### src/swsr_pkg.sv
// Package for the single-wire sensor reader: beat and state types, register indexes,
// phase codes shared by the step logic and the top level, and the small helper functions of the step logic.
// Depends on nothing.
package swsr_pkg;

	localparam int BYTE_BITS  = 8;
	localparam int TIMER_BITS = 16;
	localparam int CFG_IDX_W  = 3;
	localparam int CFG_DATA_W = 16;

	localparam logic [TIMER_BITS-1:0] CNT_MAX = {TIMER_BITS{1'b1}};

	localparam logic [CFG_IDX_W-1:0] CFG_START_LOW    = 3'd0;
	localparam logic [CFG_IDX_W-1:0] CFG_RELEASE      = 3'd1;
	localparam logic [CFG_IDX_W-1:0] CFG_SAMPLE_DELAY = 3'd2;
	localparam logic [CFG_IDX_W-1:0] CFG_TIMEOUT      = 3'd3;
	localparam logic [CFG_IDX_W-1:0] CFG_BYTES        = 3'd4;

	localparam logic [1:0] ST_NONE     = 2'd0;
	localparam logic [1:0] ST_RESP_OK  = 2'd1;
	localparam logic [1:0] ST_RESP_TO  = 2'd2;
	localparam logic [1:0] ST_BIT_TO   = 2'd3;

	typedef enum logic [3:0] {
		PH_IDLE      = 4'd0,
		PH_START     = 4'd1,
		PH_RELEASE   = 4'd2,
		PH_RESP_LOW  = 4'd3,
		PH_RESP_HIGH = 4'd4,
		PH_RESP_END  = 4'd5,
		PH_BIT_RISE  = 4'd6,
		PH_BIT_DELAY = 4'd7,
		PH_BIT_FALL  = 4'd8
	} phase_t;

	typedef struct packed {
		logic req_type;
		logic line_level;
	} in_t;

	typedef struct packed {
		logic       drive_low;
		logic       busy_res;
		logic       byte_valid;
		logic [7:0] byte_value;
		logic       last_byte;
		logic [1:0] status;
	} out_t;

	typedef struct packed {
		logic [15:0] start_low_ticks;
		logic [7:0]  release_ticks;
		logic [7:0]  sample_delay_ticks;
		logic [15:0] timeout_ticks;
		logic [3:0]  bytes_to_read;
	} cfg_t;

	typedef struct packed {
		phase_t                 phase;
		logic [TIMER_BITS-1:0]  tick_count;
		logic [2:0]             bit_index;
		logic [BYTE_BITS-1:0]   shift_byte;
		logic [2:0]             byte_index;
	} st_t;

	function automatic logic [TIMER_BITS-1:0] bump(input logic [TIMER_BITS-1:0] c);
		return (c == CNT_MAX) ? CNT_MAX : c + 1'b1;
	endfunction

	function automatic logic [3:0] byte_limit(input logic [3:0] n);
		logic [3:0] r;
		if (n == 4'd0) begin
			r = 4'd1;
		end else if (n > 4'd8) begin
			r = 4'd8;
		end else begin
			r = n;
		end
		return r;
	endfunction

endpackage

### src/swsr_step.sv
// Per-tick step logic of the single-wire sensor reader: next state and result beat
// from the current state, one input beat and the configuration. Uses swsr_pkg.
module swsr_step import swsr_pkg::*; (
	input  cfg_t cfg,
	input  st_t  st,
	input  in_t  item,
	output st_t  nxt,
	output out_t res
);

	phase_t                eph;
	logic [TIMER_BITS-1:0] etc;
	logic [TIMER_BITS-1:0] tc_bump;
	logic                  waiting;
	logic                  wait_exp;
	logic                  bit_last;
	logic                  byte_last;

	always_comb begin
		eph = st.phase;
		etc = st.tick_count;
		if (st.phase == PH_IDLE && item.req_type) begin
			eph = PH_START;
			etc = '0;
		end
		if (eph == PH_RELEASE && !(32'(etc) < 32'(cfg.release_ticks))) begin
			eph = PH_RESP_LOW;
			etc = '0;
		end
	end

	always_comb begin
		tc_bump   = bump(etc);
		wait_exp  = (32'(etc) + 32'd1) >= 32'(cfg.timeout_ticks);
		waiting   = (eph == PH_RESP_HIGH || eph == PH_BIT_RISE) ? !item.line_level
			: item.line_level;
		bit_last  = st.bit_index == 3'(BYTE_BITS - 1);
		byte_last = ({1'b0, st.byte_index} + 4'd1) >= byte_limit(cfg.bytes_to_read);
	end

	always_comb begin
		nxt = st;
		case (eph)
			PH_START: begin
				nxt.phase      = PH_START;
				nxt.tick_count = tc_bump;
				if (32'(tc_bump) >= 32'(cfg.start_low_ticks)) begin
					nxt.phase      = PH_RELEASE;
					nxt.tick_count = '0;
				end
			end
			PH_RELEASE: begin
				nxt.tick_count = tc_bump;
			end
			PH_RESP_LOW, PH_RESP_HIGH, PH_RESP_END: begin
				if (waiting) begin
					if (wait_exp) begin
						nxt.phase      = PH_IDLE;
						nxt.tick_count = '0;
					end else begin
						nxt.phase      = eph;
						nxt.tick_count = tc_bump;
					end
				end else if (eph == PH_RESP_END) begin
					nxt.phase      = PH_BIT_RISE;
					nxt.tick_count = '0;
					nxt.bit_index  = '0;
					nxt.shift_byte = '0;
					nxt.byte_index = '0;
				end else begin
					nxt.phase      = (eph == PH_RESP_LOW) ? PH_RESP_HIGH : PH_RESP_END;
					nxt.tick_count = '0;
				end
			end
			PH_BIT_RISE, PH_BIT_FALL: begin
				if (waiting) begin
					if (wait_exp) begin
						nxt.phase      = PH_IDLE;
						nxt.tick_count = '0;
					end else begin
						nxt.tick_count = tc_bump;
					end
				end else if (eph == PH_BIT_RISE) begin
					nxt.phase      = PH_BIT_DELAY;
					nxt.tick_count = '0;
				end else if (bit_last) begin
					nxt.tick_count = '0;
					if (byte_last) begin
						nxt.phase = PH_IDLE;
					end else begin
						nxt.phase      = PH_BIT_RISE;
						nxt.bit_index  = '0;
						nxt.shift_byte = '0;
						nxt.byte_index = st.byte_index + 3'd1;
					end
				end else begin
					nxt.phase      = PH_BIT_RISE;
					nxt.tick_count = '0;
					nxt.bit_index  = st.bit_index + 3'd1;
				end
			end
			PH_BIT_DELAY: begin
				nxt.tick_count = tc_bump;
				if (32'(tc_bump) >= 32'(cfg.sample_delay_ticks)) begin
					nxt.shift_byte = {st.shift_byte[BYTE_BITS-2:0], item.line_level};
					nxt.phase      = PH_BIT_FALL;
					nxt.tick_count = '0;
				end
			end
			default: begin
				nxt.phase = PH_IDLE;
			end
		endcase
	end

	always_comb begin
		res          = '0;
		res.busy_res = 1'b1;
		case (eph)
			PH_START: begin
				res.drive_low = 1'b1;
			end
			PH_RESP_LOW, PH_RESP_HIGH, PH_RESP_END: begin
				if (waiting) begin
					if (wait_exp) begin
						res.status = ST_RESP_TO;
					end
				end else if (eph == PH_RESP_END) begin
					res.status = ST_RESP_OK;
				end
			end
			PH_BIT_RISE, PH_BIT_FALL: begin
				if (waiting) begin
					if (wait_exp) begin
						res.status     = ST_BIT_TO;
						res.byte_valid = 1'b1;
						res.last_byte  = 1'b1;
					end
				end else if (eph == PH_BIT_FALL && bit_last) begin
					res.byte_valid = 1'b1;
					res.byte_value = st.shift_byte;
					res.last_byte  = byte_last;
				end
			end
			PH_RELEASE, PH_BIT_DELAY: begin
				res.busy_res = 1'b1;
			end
			default: begin
				res.busy_res = 1'b0;
			end
		endcase
	end

endmodule

### src/single_wire_sensor_reader_unit.sv
// Single-wire sensor reader, top level: beat handshakes, configuration registers,
// protocol state and the input and result registers. Uses swsr_pkg and swsr_step.
// An accepted input beat passes through the input register, then the result register, to its result beat.
// Throughput is one beat per cycle while out_ready is high; the protocol state advances once per beat.
// The arst_n reset returns the configuration registers to their defaults, clears the valid
// flags and returns the protocol to idle; no clearing pass is needed.
module single_wire_sensor_reader_unit import swsr_pkg::*; (
	input  logic                  clk,
	input  logic                  arst_n,
	input  logic                  in_valid,
	output logic                  in_ready,
	input  in_t                   in_item,
	output logic                  out_valid,
	input  logic                  out_ready,
	output out_t                  out_item,
	input  logic                  cfg_wen,
	input  logic [CFG_IDX_W-1:0]  cfg_index,
	input  logic [CFG_DATA_W-1:0] cfg_data
);

	cfg_t cfg_q;
	st_t  st_q;
	st_t  st_nxt;
	logic v_s1;
	in_t  item_s1;
	logic v_s2;
	out_t res_s2;
	out_t res_nxt;
	logic adv;

	assign adv       = v_s1 && (!v_s2 || out_ready);
	assign in_ready  = !v_s1 || adv;
	assign out_valid = v_s2;
	assign out_item  = res_s2;

	always_ff @(posedge clk or negedge arst_n) begin
		if (!arst_n) begin
			cfg_q.start_low_ticks    <= 16'd20000;
			cfg_q.release_ticks      <= 8'd30;
			cfg_q.sample_delay_ticks <= 8'd40;
			cfg_q.timeout_ticks      <= 16'd100;
			cfg_q.bytes_to_read      <= 4'd5;
		end else if (cfg_wen) begin
			case (cfg_index)
				CFG_START_LOW:    cfg_q.start_low_ticks    <= cfg_data;
				CFG_RELEASE:      cfg_q.release_ticks      <= cfg_data[7:0];
				CFG_SAMPLE_DELAY: cfg_q.sample_delay_ticks <= cfg_data[7:0];
				CFG_TIMEOUT:      cfg_q.timeout_ticks      <= cfg_data;
				CFG_BYTES:        cfg_q.bytes_to_read      <= cfg_data[3:0];
				default: begin
				end
			endcase
		end
	end

	swsr_step u_step (
		.cfg  (cfg_q),
		.st   (st_q),
		.item (item_s1),
		.nxt  (st_nxt),
		.res  (res_nxt)
	);

	always_ff @(posedge clk or negedge arst_n) begin
		if (!arst_n) begin
			v_s1 <= 1'b0;
			v_s2 <= 1'b0;
			st_q <= '{phase: PH_IDLE, default: '0};
		end else begin
			if (in_ready) begin
				v_s1 <= in_valid;
			end
			if (adv) begin
				v_s2 <= 1'b1;
				st_q <= st_nxt;
			end else if (out_ready) begin
				v_s2 <= 1'b0;
			end
		end
	end

	always_ff @(posedge clk) begin
		if (in_valid && in_ready) begin
			item_s1 <= in_item;
		end
		if (adv) begin
			res_s2 <= res_nxt;
		end
	end

	a_adv_fills: assert property (@(posedge clk) disable iff (!arst_n)
		adv |=> v_s2)
		else $error("result register not loaded after a step");

	a_hold_state: assert property (@(posedge clk) disable iff (!arst_n)
		!adv |=> $stable(st_q))
		else $error("protocol state moved without a beat");

	a_timeout_idle: assert property (@(posedge clk) disable iff (!arst_n)
		adv && (res_nxt.status == ST_RESP_TO || res_nxt.status == ST_BIT_TO)
		|=> st_q.phase == PH_IDLE)
		else $error("timeout did not return to idle");

	a_last_valid: assert property (@(posedge clk) disable iff (!arst_n)
		out_valid && out_item.last_byte |-> out_item.byte_valid && out_item.busy_res)
		else $error("last byte flagged without a byte");

	a_drive_busy: assert property (@(posedge clk) disable iff (!arst_n)
		out_valid && out_item.drive_low |-> out_item.busy_res && !out_item.byte_valid)
		else $error("line driven outside a transaction");

endmodule

### config.mk
export PLATFORM = sky130hd
export DESIGN_NAME = single_wire_sensor_reader_unit
export DESIGN_NICKNAME = d
export VERILOG_FILES = /design/src/swsr_pkg.sv /design/src/swsr_step.sv /design/src/single_wire_sensor_reader_unit.sv
export SDC_FILE = /design/constraint.sdc
export NUM_CORES = 1
export LEC_CHECK = 0
export BUFFER_PORTS_ARGS = -buffer_cell sky130_fd_sc_hd__buf_4
export CORE_UTILIZATION = 60
export CTS_BUF_LIST = sky130_fd_sc_hd__clkbuf_4 sky130_fd_sc_hd__clkbuf_8
export CTS_CLUSTER_DIAMETER = 40
export DETAILED_ROUTE_END_ITERATION = 8
export GPL_TIMING_DRIVEN = 0
export PLACE_DENSITY_LB_ADDON = 0.25
export SETUP_SLACK_MARGIN = 0.1
export SLEW_MARGIN = 20
export SYNTH_ARGS = -nofsm -noshare
export SYNTH_HDL_FRONTEND = slang
export SYNTH_SLANG_ARGS = --single-unit
### constraint.sdc
create_clock -name clk -period 9.1 [get_ports clk]
set_input_delay 1.82 -clock clk [delete_from_list [all_inputs] [get_ports clk]]
set_output_delay 1.82 -clock clk [all_outputs]
set_load 0.02 [all_outputs]
==> impl_metrics.ini <==
[timing]
slew_headroom_pct = 41.4
clock_skew_ps = 8.21
drv_slew = 0
fin_tns_setup_ps = 0
worst_pin_slew_ps = 877
max_freq_mhz = 124
min_period_ps = 8090
setup_viol = 0
finalCritPeriodShare_pct = 88.9
hold_violations = 0
rsz0062_at_grt = no
hold_ws_ps = 511

[detailed_routing]
wl_per_cell_um = 16.6
wl_mm = 13.9
drt_iter0_markers = 309
drc_errors = 0
first_pass_iters = 5
ant_nets = 0
avgViaCountPerCell = 5.96
vias = 4986

[logic_synthesis]
synth_edf_count = 16
synth-seq-area-share_pct = 43.2
ys_types = 63
synth_top_area_share_pct = 28.8
synth.cell_area_um2 = 6260
ys_seq_elements = 104
yosysWarningCount = 0
syn_nets = 727
syn_area_per_cell_um2 = 9.69
yosys-top-cells-area = dfrtp_1 29%, ha_1 11%, edfxtp_1 7.7%, dfstp_2 6.7%, o21ai_0 4.2%
async_flop_share_pct = 84.6
netlist_instances = 646
yosys.area.top_type = dfrtp_1
synth-main-ff-cell = dfrtp_1

[critical_path]
rr_worst_depth = 29
worstSetupStartpointType = register
crit_type = reg2reg
path_max_fanout = 10
required_ps = 9410
critical_path.max_stage_delay_ps = 570
timing.critical_path.buf_inv = 4
cp_top_family = compound AO/OA/AOI/OAI gates
r2r_slack_ps = 1010
r2r-start = st_q[33]
arrival_ps = 8400
r2r-end = st_q[22]
critPathSlowestCell = a211oi_1
endpoint_kind = register

[place]
dpl-instance-area_um2 = 6730
portBuffers = 41
gp_congestion = 0.933
dpl.hpwl_mm = 10.6

[global_route]
grt_pass1_wl_mm = 23.6
grt_pass1_vias = 4986
grt_max_degree = 89
grtUsageTotal_pct = 27.4
antenna_found_initial = 0
gr-total-overflow = 0

[min_path]
holdPathEnd = out_valid
whs_path_depth = 1
hp-start = v_s1
hp-class = reg2reg

[power]
power.leakage_nw = 3.26
pwr-share-clk_pct = 23.2
switchingPower_mw = 0.534
internal_power_mw = 0.953
power_density_nw_per_um2 = 213
swShare_pct = 35.9
power_mw = 1.49
p_seq_share_pct = 40.6
comb_power_share_pct = 36.2
ir_drop_mv = 0.127

[clock_network]
cts_setup_buffers = 0
cts.path.max_buffers = 2
cts_tree = yes
numCtsBuffers = 9
clock-sinks = 104
cts.clk_slew.worst_paths_ps = 100
insertion_delay_ps = 370
cts_resized = 0
htree_levels = 3
cts_root_buf = clkbuf_8
cts_hold_buf = 0

[floorplan]
row_count = 36
die_h_um = 104
io_pins = 42
start_util_pct = 62.9
fp.dieW_um = 104
dieArea_um2 = 10800
core_um2 = 9950

[layout]
drive_gt1_share_pct = 16.8
areaGrowthSynthToFinish_pct = 11.5
diodes = 0
stdcell_area_um2 = 6980
fin_nets = 779
final_util_pct = 70.1

[job]
cap_violations = 0

[status]
status = finished, final reports clean
[area by class of cell]
type                       instances  area [µm²]
multi-input combinational        463        3250
fill                             763        2970
sequential                       104        2700
timing repair buffer              41         312
inverter                          56         210
tap                              133         166
clock buffer                       9         124
clock inverter                     7         119
buffer                            23        93.8
[synthesized netlist by cell type, types with 7 or more instances]
| cell type | n |
|---|---|
| a211oi_1 | 7 |
| a21oi_1 | 21 |
| a22o_1 | 24 |
| and2_1 | 18 |
| clkbuf_1 | 18 |
| dfrtp_1 | 72 |
| dfstp_2 | 16 |
| edfxtp_1 | 16 |
| ha_1 | 55 |
| inv_1 | 55 |
| mux2_2 | 23 |
| nand2_1 | 66 |
| nand2b_1 | 13 |
| nand3_1 | 15 |
| nand4_1 | 9 |
| nor2_1 | 40 |
| nor2b_1 | 10 |
| nor3_1 | 13 |
| o21ai_0 | 52 |
| xor2_1 | 10 |
[cell usage in the layout, fill, tap and decap left out, types with 6 or more instances in the layout]
cell and count:
dfrtp_1 72, nand2_1 66, inv_1 55, ha_1 55
o21ai_0 52, buf_4 41, nor2_1 40, a22o_1 24
mux2_2 23, a21oi_1 21, clkbuf_1 18, and2_1 18
dfstp_2 16, edfxtp_1 16, nand3_1 15, nor3_1 13
nand2b_1 13, nor2b_1 10, xor2_1 10, nand4_1 9
clkbuf_8 9, a211oi_1 7, xnor2_1 6, a21o_1 6
[stage by stage]
step                std cells  setup WS (ps)
floorplan                 646           2620
CTS                       836           1180
global route              836            560
detailed placement        820           1270
finish                    836           1010
global placement          820           1200
[state kept, by name, summed over array words and instances (netlist names)]
name       flops
item_s1        2
v_s1           1
st_q          34
out_item      14
cfg_q         52
out_valid      1
[worst max path at each step]
stage / start / endpoint / slack (ps) / cells past startpoint
after floorplan: st_q[31] / st_q[23] / 2620 / 29
after global placement: st_q[31] / st_q[23] / 1200 / 30
after detailed placement: st_q[31] / st_q[24] / 1270 / 30
after CTS: st_q[31] / st_q[22] / 1180 / 30
after global routing: st_q[33] / st_q[20] / 560 / 29
final: st_q[33] / st_q[22] / 1010 / 29
[worst reg2reg max path, delay by kind of cell (launching register included)]
family          cells  cell delay [ps]
fa+ha+maj           3              790
compound gates     10             3030
flops               1              470
buf+inv             4              890
simple gates       12             2870
[kinds of logic (layout without fill, tap and decap cells)]
| group | Yosys count | after routing | share of synthesized area (%) |
|---|---|---|---|
| flops | 104 | 104 | 43.2 |
| simple gates | 215 | 215 | 17.5 |
| mux | 28 | 28 | 4.94 |
| xor+xnor | 16 | 16 | 2.24 |
| fa+ha+maj | 55 | 55 | 11.0 |
| buf+inv | 79 | 136 | 4.86 |
| compound gates | 149 | 149 | 16.3 |
[metal layers]
layer,share of wire (%),track usage (%)
met5,0,0
met4,2.7,11.0
met3,5.0,2.88
met2,49,47.1
met1,44,35.5
[power groups by stage]
| stage | Combinational, mW | Sequential [mW] | Clock [mW] |
|---|---|---|---|
| final | 0.539 | 0.603 | 0.345 |
| after global placement | 0.505 | 0.608 | 0 |
| after global routing | 0.601 | 0.614 | 0.366 |
| after detailed placement | 0.526 | 0.612 | 0 |
| after CTS | 0.532 | 0.604 | 0.348 |
| after floorplan | 0.377 | 0.606 | 0 |
Power figures use the tool's default switching activity.
